==> src/pwmt_pkg.sv <==
`default_nettype none
// ----------------------------------------------------------------------------
// pwmt_pkg: shared types and codes of the PWM timer
// Payload structs for the command and result channels, command, count mode
// and register index codes.
// ----------------------------------------------------------------------------
package pwmt_pkg;

	typedef struct packed {
		logic [1:0]  cmd;
		logic [2:0]  channel;
		logic [15:0] duty;
	} pwmt_in_t;

	typedef struct packed {
		logic [15:0] count_value;
		logic [7:0]  pwm_levels;
		logic        overflow_flag;
		logic        irq;
	} pwmt_out_t;

	// Stage load enables handed to the duty scaling pipeline.
	typedef struct packed {
		logic s2;
		logic s3;
		logic s4;
	} pwmt_adv_t;

	localparam logic [1:0] CMD_TICK       = 2'd0;
	localparam logic [1:0] CMD_DUTY       = 2'd1;
	localparam logic [1:0] CMD_CLEAR_FLAG = 2'd2;

	localparam logic [1:0] MODE_UP     = 2'd0;
	localparam logic [1:0] MODE_UPDOWN = 2'd1;
	localparam logic [1:0] MODE_FREE   = 2'd2;

	localparam logic [2:0] REG_COUNT_MODE    = 3'd0;
	localparam logic [2:0] REG_PERIOD_TOP    = 3'd1;
	localparam logic [2:0] REG_OVF_INTERVAL  = 3'd2;
	localparam logic [2:0] REG_OVF_IRQ_EN    = 3'd3;
	localparam logic [2:0] REG_POLARITY_MASK = 3'd4;
	localparam logic [2:0] REG_CHANNEL_EN    = 3'd5;

	localparam logic [15:0] FREE_MODULO = 16'hFFFF;
	localparam logic [5:0]  INTERVAL_MAX = 6'd32;

endpackage
`default_nettype wire

==> src/pwmt_scale.sv <==
`default_nettype none
// ----------------------------------------------------------------------------
// pwmt_scale: duty to compare value conversion
// Saturates the duty, multiplies by the modulo and divides by the full scale
// through a reciprocal multiply followed by a single correction step.
// ----------------------------------------------------------------------------
module pwmt_scale #(
	parameter int DUTY_FULL_SCALE = 10000
) (
	input  wire logic              clk,
	input  wire logic [15:0]       duty,
	input  wire logic [15:0]       modulo,
	input  wire pwmt_pkg::pwmt_adv_t adv,
	output logic [15:0]            compare
);
	import pwmt_pkg::*;

	localparam logic [15:0] FULL  = 16'(DUTY_FULL_SCALE);
	localparam logic [31:0] RECIP = 32'((64'd1 << 32) / DUTY_FULL_SCALE);

	logic [15:0] duty_sat;
	logic [31:0] prod_s2;
	logic [31:0] prod_s3;
	logic [15:0] q_est_s3;
	logic [15:0] q_s4;
	logic [63:0] est_wide;
	logic [31:0] rem;

	assign duty_sat = (duty > FULL) ? FULL : duty;
	assign est_wide = {32'd0, prod_s2} * {32'd0, RECIP};

	// The estimate is never more than one below the true quotient.
	assign rem = prod_s3 - ({16'd0, q_est_s3} * {16'd0, FULL});

	always_ff @(posedge clk) begin
		if (adv.s2) begin
			prod_s2 <= {16'd0, modulo} * {16'd0, duty_sat};
		end
		if (adv.s3) begin
			prod_s3  <= prod_s2;
			q_est_s3 <= est_wide[47:32];
		end
		if (adv.s4) begin
			q_s4 <= (rem >= {16'd0, FULL}) ? q_est_s3 + 16'd1 : q_est_s3;
		end
	end

	assign compare = q_s4;

endmodule
`default_nettype wire

==> src/pwm_timer_with_overflow_flag_core.sv <==
`default_nettype none
// ----------------------------------------------------------------------------
// pwm_timer_with_overflow_flag_core: 16-bit timer with PWM channels
// A command passes the input register, then the multiply, reciprocal multiply and
// correction stages of the duty scaling, then the output register.
// Throughput: one command per cycle unless out_ready stalls; all commands share the same pipeline.
// Reset: counter, flag, tally and all compare values clear; registers return
// to up count, period 0xFFFF, interval 1, interrupt and channels disabled.
// ----------------------------------------------------------------------------
module pwm_timer_with_overflow_flag_core #(
	parameter int CHANNELS        = 8,
	parameter int DUTY_FULL_SCALE = 10000
) (
	input  wire logic                clk,
	input  wire logic                arst_n,
	input  wire logic                in_valid,
	output logic                     in_ready,
	input  wire pwmt_pkg::pwmt_in_t  in_data,
	output logic                     out_valid,
	input  wire logic                out_ready,
	output pwmt_pkg::pwmt_out_t      out_data,
	input  wire logic                cfg_valid,
	output logic                     cfg_ready,
	input  wire logic [2:0]          cfg_index,
	input  wire logic [15:0]         cfg_data
);
	import pwmt_pkg::*;

	// Configuration registers
	logic [1:0]  mode_q;
	logic [15:0] period_q;
	logic [5:0]  interval_q;
	logic        irq_en_q;
	logic [7:0]  pol_q;
	logic [7:0]  chan_en_q;

	// Pipeline
	logic       v_s1, v_s2, v_s3, v_s4, out_v_q;
	pwmt_in_t   item_s1;
	logic [1:0] cmd_s2, cmd_s3, cmd_s4;
	logic [2:0] chan_s2, chan_s3, chan_s4;
	logic       free1, free2, free3, free4, free_out;
	pwmt_adv_t  adv;
	logic [15:0] compare_s4;
	logic [15:0] modulo;
	pwmt_out_t  out_q;

	// Timer state
	logic [15:0] counter_q;
	logic        down_q;
	logic [4:0]  tally_q;
	logic        flag_q;
	logic [15:0] pending_q [CHANNELS];
	logic [15:0] active_q  [CHANNELS];

	logic [15:0] counter_d;
	logic        down_d;
	logic [4:0]  tally_d;
	logic        flag_d;
	logic        ovf;
	logic [5:0]  limit;
	logic [5:0]  tally_inc;
	logic [7:0]  levels;
	logic        fire;

	assign free_out = !out_v_q || out_ready;
	assign free4    = !v_s4 || free_out;
	assign free3    = !v_s3 || free4;
	assign free2    = !v_s2 || free3;
	assign free1    = !v_s1 || free2;
	assign in_ready = free1;
	assign adv      = '{s2: free2, s3: free3, s4: free4};
	assign fire     = v_s4 && free_out;

	assign cfg_ready = 1'b1;
	assign modulo    = (mode_q == MODE_FREE) ? FREE_MODULO : period_q;

	always_ff @(posedge clk or negedge arst_n) begin
		if (!arst_n) begin
			mode_q     <= MODE_UP;
			period_q   <= 16'hFFFF;
			interval_q <= 6'd1;
			irq_en_q   <= 1'b0;
			pol_q      <= 8'd0;
			chan_en_q  <= 8'd0;
		end else if (cfg_valid && cfg_ready) begin
			unique case (cfg_index)
				REG_COUNT_MODE:    mode_q     <= cfg_data[1:0];
				REG_PERIOD_TOP:    period_q   <= cfg_data;
				REG_OVF_INTERVAL:  interval_q <= cfg_data[5:0];
				REG_OVF_IRQ_EN:    irq_en_q   <= cfg_data[0];
				REG_POLARITY_MASK: pol_q      <= cfg_data[7:0];
				REG_CHANNEL_EN:    chan_en_q  <= cfg_data[7:0];
				default: begin
				end
			endcase
		end
	end

	always_ff @(posedge clk or negedge arst_n) begin
		if (!arst_n) begin
			v_s1    <= 1'b0;
			v_s2    <= 1'b0;
			v_s3    <= 1'b0;
			v_s4    <= 1'b0;
			out_v_q <= 1'b0;
		end else begin
			if (free1)    v_s1    <= in_valid;
			if (free2)    v_s2    <= v_s1;
			if (free3)    v_s3    <= v_s2;
			if (free4)    v_s4    <= v_s3;
			if (free_out) out_v_q <= v_s4;
		end
	end

	always_ff @(posedge clk) begin
		if (free1) item_s1 <= in_data;
		if (free2) begin
			cmd_s2  <= item_s1.cmd;
			chan_s2 <= item_s1.channel;
		end
		if (free3) begin
			cmd_s3  <= cmd_s2;
			chan_s3 <= chan_s2;
		end
		if (free4) begin
			cmd_s4  <= cmd_s3;
			chan_s4 <= chan_s3;
		end
	end

	pwmt_scale #(
		.DUTY_FULL_SCALE(DUTY_FULL_SCALE)
	) u_scale (
		.clk    (clk),
		.duty   (item_s1.duty),
		.modulo (modulo),
		.adv    (adv),
		.compare(compare_s4)
	);

	// Next counter state for a tick command.
	always_comb begin
		counter_d = counter_q;
		down_d    = down_q;
		ovf       = 1'b0;
		if (cmd_s4 == CMD_TICK) begin
			if (mode_q == MODE_UPDOWN) begin
				if (modulo == 16'd0) begin
					counter_d = 16'd0;
					down_d    = 1'b0;
					ovf       = 1'b1;
				end else if (!down_q) begin
					if (counter_q >= modulo) begin
						down_d    = 1'b1;
						counter_d = modulo - 16'd1;
						ovf       = 1'b1;
					end else begin
						counter_d = counter_q + 16'd1;
					end
				end else if (counter_q == 16'd0) begin
					down_d    = 1'b0;
					counter_d = 16'd1;
				end else begin
					counter_d = counter_q - 16'd1;
				end
			end else begin
				down_d = 1'b0;
				if (counter_q >= modulo) begin
					counter_d = 16'd0;
					ovf       = 1'b1;
				end else begin
					counter_d = counter_q + 16'd1;
				end
			end
		end
	end

	always_comb begin
		if (interval_q == 6'd0) begin
			limit = 6'd1;
		end else if (interval_q > INTERVAL_MAX) begin
			limit = INTERVAL_MAX;
		end else begin
			limit = interval_q;
		end
		tally_inc = {1'b0, tally_q} + 6'd1;
		tally_d   = tally_q;
		flag_d    = flag_q;
		if (ovf) begin
			if (tally_inc >= limit) begin
				flag_d  = 1'b1;
				tally_d = 5'd0;
			end else begin
				tally_d = tally_inc[4:0];
			end
		end
		if (cmd_s4 == CMD_CLEAR_FLAG) begin
			flag_d = 1'b0;
		end
	end

	// Levels follow the counter and compares as they stand after this command;
	// an overflow loads the pending compares at the same time.
	always_comb begin
		logic [15:0] act;
		levels = 8'd0;
		for (int c = 0; c < CHANNELS; c++) begin
			act = ovf ? pending_q[c] : active_q[c];
			levels[c] = ((counter_d < act) ^ pol_q[c]) & chan_en_q[c];
		end
	end

	always_ff @(posedge clk or negedge arst_n) begin
		if (!arst_n) begin
			counter_q <= 16'd0;
			down_q    <= 1'b0;
			tally_q   <= 5'd0;
			flag_q    <= 1'b0;
			for (int c = 0; c < CHANNELS; c++) begin
				pending_q[c] <= 16'd0;
				active_q[c]  <= 16'd0;
			end
		end else if (fire) begin
			counter_q <= counter_d;
			down_q    <= down_d;
			tally_q   <= tally_d;
			flag_q    <= flag_d;
			for (int c = 0; c < CHANNELS; c++) begin
				if (ovf) begin
					active_q[c] <= pending_q[c];
				end
				if (cmd_s4 == CMD_DUTY && chan_s4 == 3'(c)) begin
					pending_q[c] <= compare_s4;
				end
			end
		end
	end

	always_ff @(posedge clk) begin
		if (fire) begin
			out_q.count_value   <= counter_d;
			out_q.pwm_levels    <= levels;
			out_q.overflow_flag <= flag_d;
			out_q.irq           <= flag_d & irq_en_q;
		end
	end

	assign out_valid = out_v_q;
	assign out_data  = out_q;

endmodule
`default_nettype wire

==> config.mk <==
export PLATFORM = sky130hd
export DESIGN_NAME = pwm_timer_with_overflow_flag_core
export DESIGN_NICKNAME = d
export VERILOG_FILES = /design/src/pwmt_pkg.sv /design/src/pwmt_scale.sv /design/src/pwm_timer_with_overflow_flag_core.sv
export SDC_FILE = /design/constraint.sdc
export NUM_CORES = 2
export LEC_CHECK = 0
export BUFFER_PORTS_ARGS = -buffer_cell sky130_fd_sc_hd__buf_2
export CORE_MARGIN = 2
export CORE_UTILIZATION = 50
export CTS_BUF_LIST = sky130_fd_sc_hd__clkbuf_16
export DETAILED_ROUTE_END_ITERATION = 12
export GPL_TIMING_DRIVEN = 0
export PLACE_DENSITY = 0.77
export SLEW_MARGIN = 20
export SYNTH_ARGS = -nofsm -noshare
export SYNTH_HDL_FRONTEND = slang
export SYNTH_SLANG_ARGS = --single-unit
==> constraint.sdc <==
create_clock -name clk -period 23.8 [get_ports clk]
set_input_delay 4.76 -clock clk [delete_from_list [all_inputs] [get_ports clk]]
set_output_delay 4.76 -clock clk [all_outputs]
set_load 0.05 [all_outputs]
## Word level (Yosys, flattened, before mapping)

Cells that the tools add are included.

- Register bits after elaboration: 483
- Bits of input ports: 45
- Word-level logic and storage cells: 177

- Add/sub/neg operators: 6
- Multipliers: 3
- $lt $le $gt $ge: 13
- Eq/ne operators: 16
- Muxes and demuxes: 33
- Bitwise gates (word level): 17
- Reductions and logical operators: 41

Operators with widths:

| operator | count |
|---|---|
| 2-to-1 mux 16 bit | 18 |
| < comparator 16 bit | 8 |
| multiplier 32 x 16 -> 45 bit, second input constant | 1 |
| adder 16 x 1 -> 16 bit, second input constant | 2 |
| >= comparator 32 x 14 -> 1 bit, second input constant | 1 |
| logical NOT 16 bit | 2 |
| multiplier 16 x 16 -> 32 bit | 1 |
| AND reduction 2 bit | 16 |
| subtractor 16 x 1 -> 16 bit, second input constant | 2 |
| subtractor 32 x 30 -> 32 bit | 1 |
| multiplier 16 x 10 -> 26 bit, second input constant | 1 |
| equality test 3 bit, second input constant | 6 |
| >= comparator 16 bit | 1 |
| > comparator 16 x 14 -> 1 bit, second input constant | 1 |
| equality test 3 x 2 -> 1 bit, second input constant | 4 |
| 2-to-1 mux 1 bit | 12 |
| 2-to-1 mux 6 bit | 2 |
| AND 1 bit | 9 |
| logical AND 1 bit | 9 |
| bitwise XOR 1 bit | 8 |
| adder 5 x 1 -> 6 bit, second input constant | 1 |
| equality test 3 x 1 -> 1 bit, second input constant | 2 |
| >= comparator 6 bit | 1 |
| > comparator 6 bit, second input constant | 1 |
| 8 further kinds | 19 |

## Logic depth before layout (Yosys ltp)

- Depth after elaboration: 12
- Mapped depth: 34
- Gate-level depth less buffers: 33

## Modules after synthesis

From an unflattened synthesis, not the netlist that was laid out.

- Cells, all modules: 4130
- Area total of the unflattened synthesis: 44911.8 um^2

Modules (own cells, without submodules):

| module | times used | cells an instance | area an instance (um^2) | sequential area each (um^2) |
|---|---|---|---|---|
| pwmt_scale | 1 | 2492 | 24353.4 | 2762.6 |
| pwm_timer_with_overflow_flag_core | 1 | 1638 | 20558.5 | 10015.9 |

## Worst setup path before layout

OpenSTA, ideal clock, no wires.

- Path kind: in2out
- Start: input out_ready
- End: output in_ready
- Arrival: 7.006 ns
- Required time: 19.040 ns
- Path slack: 12.034 ns
- Cell stages on the path: 4
- Cell sequence: nor2b_1 nand4_1 inv_1 nand2_1

- Cells in the longest elaborated chain, start to end: 5

Ends and longest elaborated chain:

| element | line | source |
|---|---|---|
| start: declaration | pwm_timer_with_overflow_flag_core.sv:20 | `input wire logic out_ready,` |
| logical OR 1 bit | pwm_timer_with_overflow_flag_core.sv:66 | `assign free_out = !out_v_q \|\| out_ready;` |
| logical OR 1 bit | pwm_timer_with_overflow_flag_core.sv:67 | `assign free4 = !v_s4 \|\| free_out;` |
| logical OR 1 bit | pwm_timer_with_overflow_flag_core.sv:68 | `assign free3 = !v_s3 \|\| free4;` |
| logical OR 1 bit | pwm_timer_with_overflow_flag_core.sv:69 | `assign free2 = !v_s2 \|\| free3;` |
| named net free2 | pwm_timer_with_overflow_flag_core.sv:42 | `logic free1, free2, free3, free4, free_out;` |
| logical OR 1 bit | pwm_timer_with_overflow_flag_core.sv:70 | `assign free1 = !v_s1 \|\| free2;` |
| end: declaration | pwm_timer_with_overflow_flag_core.sv:17 | `output logic in_ready,` |

The timed path passes the listed nets, and every way through them passes these cells.

## Worst setup path after layout

Same ends and word-level chain as after synthesis.

==> results.sh <==
export IMPL_status="finished, final reports clean"
export IMPL_finalCritPeriodShare_pct=52.4
export IMPL_r2r_slack_ns=14.30
export IMPL_crit_start="out_ready"
export IMPL_dpl_cell_area_um2=46200
export IMPL_clkTransAtPathRegs_ns=0.06
export IMPL_holdPathEnd="cmd_s4[1]"
export IMPL_clkLatencyLatePin_ns=0.63
export IMPL_path_buf_inv=5
export IMPL_yosys_area_top_type="fa_1"
export IMPL_cts_hold_buf=0
export IMPL_wl_um=116000
export IMPL_area_delta_synth_final_pct=9.01
export IMPL_required_ns=19.04
export IMPL_crit_slowest_cell="nor2b_1"
export IMPL_die_area_um2=90300
export IMPL_max_cap_viol_count=0
export IMPL_critPathMaxFanout=23
export IMPL_vias_per_cell=5.63
export IMPL_nNetsFinal=5497
export IMPL_vias=32000
export IMPL_avgSynthCellArea_um2=10.2
export IMPL_final_setup_tns_ns=0
export IMPL_relSlewSlack_pct=34.7
export IMPL_place_congestion=0.942
export IMPL_ios=74
export IMPL_synthTopCellsByArea="fa_1 21%, dfrtp_1 18%, ha_1 15%"
export IMPL_cts_made_buffers=51
export IMPL_synth_top_area_share_pct=20.6
export IMPL_die_w_um=300
export IMPL_final_area_um2=47900
export IMPL_hold_path_class="flop to flop"
export IMPL_ys_types=88
export IMPL_grt_pass1_wl_um=183000
export IMPL_cts_max_level=2
export IMPL_postSynthCellCount=4311
export IMPL_reg2reg_depth=29
export IMPL_worst_setup_path_type="input port to output pin"
export IMPL_cts_setup_buffers=0
export IMPL_arrival_ns=7.72
export IMPL_final_max_slew_viol_count=0
export IMPL_hold_depth=0
export IMPL_antenna_found_initial=4
export IMPL_r2r_end="u_scale.prod_s2[30]"
export IMPL_die_h_um=300
export IMPL_coreArea_um2=86900
export IMPL_fill_cells=7375
export IMPL_drtPass1Iterations=6
export IMPL_skew_ns=0.0384
export IMPL_async_flop_share_pct=67.8
export IMPL_cts_sinks=479
export IMPL_holdCritStartpoint="cmd_s3[1]"
export IMPL_ant_nets=0
export IMPL_gr_usage_all_layers_pct=26.1
export IMPL_drive_gt1_share_pct=9.54
export IMPL_clockBufferDepth=3
export IMPL_setup_viol=0
export IMPL_critPathLaunchType="input port"
export IMPL_ys_seq_area_share_pct=29.1
export IMPL_synth_flop_cell="dfrtp_1"
export IMPL_initial_core_util_pct=50.6
export IMPL_r2r_start="item_s1[1]"
export IMPL_ys_warn_count=0
export IMPL_report_final_hold_viol_count=0
export IMPL_numPortBuffers=72
export IMPL_period_minus_slack_ns=12.48
export IMPL_crit_chain="buf_2 -> nor2b_1 -> nand4_1 -> buf_6 -> buf_6 -> inv_1 -> nand2_1 -> buf_2"
export IMPL_routedWlPerCell_um=20.4
export IMPL_rsz0062_at_grt="no"
export IMPL_crit_path_max_incr_delay_ns=0.68
export IMPL_grt_max_degree=97
export IMPL_cts_resized=0
export IMPL_dr_first_iter_drc_count=2530
export IMPL_ys_seq_elements=479
export IMPL_crit_family="simple AND/OR/NAND/NOR gates"
export IMPL_grt_pass1_vias=33000
export IMPL_synth_area_um2=43900
export IMPL_overflow=0
export IMPL_worstSetupEndpointType="output pin"
export IMPL_cts_root_buffer="clkbuf_16"
export IMPL_fmax_ghz=0.0801
export IMPL_row_count=108
export IMPL_drc=0
export IMPL_cts_tree="done"
export IMPL_worst_slew_pin_slew_ns=0.977
export IMPL_synth_edf_count=154
export IMPL_hpwl_um=90200
[worst max path at each step]
stage	end	slack, ns	cells past startpoint
2_1_floorplan	in_ready	12.03	4
3_3_place_gp	in_ready	10.70	6
3_5_place_dp	in_ready	11.32	8
4_1_cts	in_ready	11.30	8
5_1_grt	in_ready	11.10	8
6_report	in_ready	11.32	8
[flip-flops by register name (all words and copies together) (netlist names), 21 cells and up]
name             cells
active_q           128
item_s1             21
out_data            26
pending_q          128
u_scale.prod_s2     32
u_scale.prod_s3     28
[synthesized netlist by cell type (all sizes together) (4+ instances only)]
library cell,number
or3,19
and2,26
xor2,40
nand2,630
clkbuf,107
and4,7
mux2i,131
and3,14
fa,453
nand3,42
nor2b,31
xnor2,95
nor3,46
o21bai,10
a31oi,13
nor2,217
a31o,5
o211ai,18
or4,6
nand2b,52
or2,6
dfstp,17
a21o,65
a211oi,20
mux2,170
a221oi,9
clkinv,5
edfxtp,154
o21a,29
buf,18
nand4,34
o31ai,10
a21boi,4
a22oi,4
nand3b,5
nor4,17
a21oi,134
o21ai,107
ha,513
dfrtp,308
inv,657
o2111ai,12
[final cells by class]
cell class,count,area [µm²],area share [%]
Inverter,662,2490,5.19
Tap cell,1155,1450,3.02
Multi-Input combinational cell,3076,28400,59.2
Clock inverter,44,375,0.783
Clock buffer,52,1300,2.72
Buffer,125,508,1.06
Antenna cell,1,2.50,0.00522
Timing Repair Buffer,91,653,1.36
Sequential cell,479,12800,26.7
[routing by layer]
layer  track usage [%]  wire length (µm)
met5                 0                13
met4              10.0              4730
met3              4.06              8860
met2              43.0             54600
met1              34.9             47500
[cells by family after synthesis]
| logic type | Yosys count | share of synthesized area, % |
|---|---|---|
| buf+inv | 787 | 6.81 |
| flops | 479 | 29.1 |
| xor+xnor | 135 | 2.69 |
| mux | 301 | 7.34 |
| other cells | 2 | 0.0171 |
| compound gates | 476 | 7.11 |
| simple gates | 1165 | 11.7 |
| fa+ha+maj | 966 | 35.2 |
[metrics by stage]
step,cells,hold slack (ns),worst slack (ns),utilization (%)
after floorplan,4342,0.400,12.03,-
after global placement,5569,0.407,10.70,52.8
after detailed placement,5588,0.407,11.32,53.2
after CTS,5684,0.415,11.30,55.1
after global routing,5684,0.419,11.10,55.1
final,5685,0.412,11.32,55.1
[worst reg2reg max path: cells and delay by family, from the launching register on]
| kind | cells | cell delay (ns) |
|---|---|---|
| AO/OA/AOI/OAI | 10 | 2.58 |
| adder cells (fa/ha/maj) | 7 | 3.39 |
| XOR/XNOR | 1 | 0.41 |
| buffers and inverters | 6 | 1.19 |
| flip-flops | 1 | 0.44 |
| AND/OR/NAND/NOR | 5 | 1.23 |
[cell usage in the layout (no fill, tap or decap), types with 33 or more instances in the layout]
cell type	count
a21o_1	65
a21oi_1	133
buf_2	84
clkbuf_1	107
clkbuf_16	52
conb_1	33
dfrtp_1	308
edfxtp_1	154
fa_1	453
ha_1	513
inv_1	667
mux2_2	170
mux2i_1	131
nand2_1	630
nand2b_1	52
nand3_1	41
nand4_1	34
nor2_1	210
nor3_1	43
o21ai_0	81
xnor2_1	95
xor2_1	40
Power is left out: the tool's default activity adds up to more than one toggle a clock period on the data nets, which glitch-free logic cannot reach.
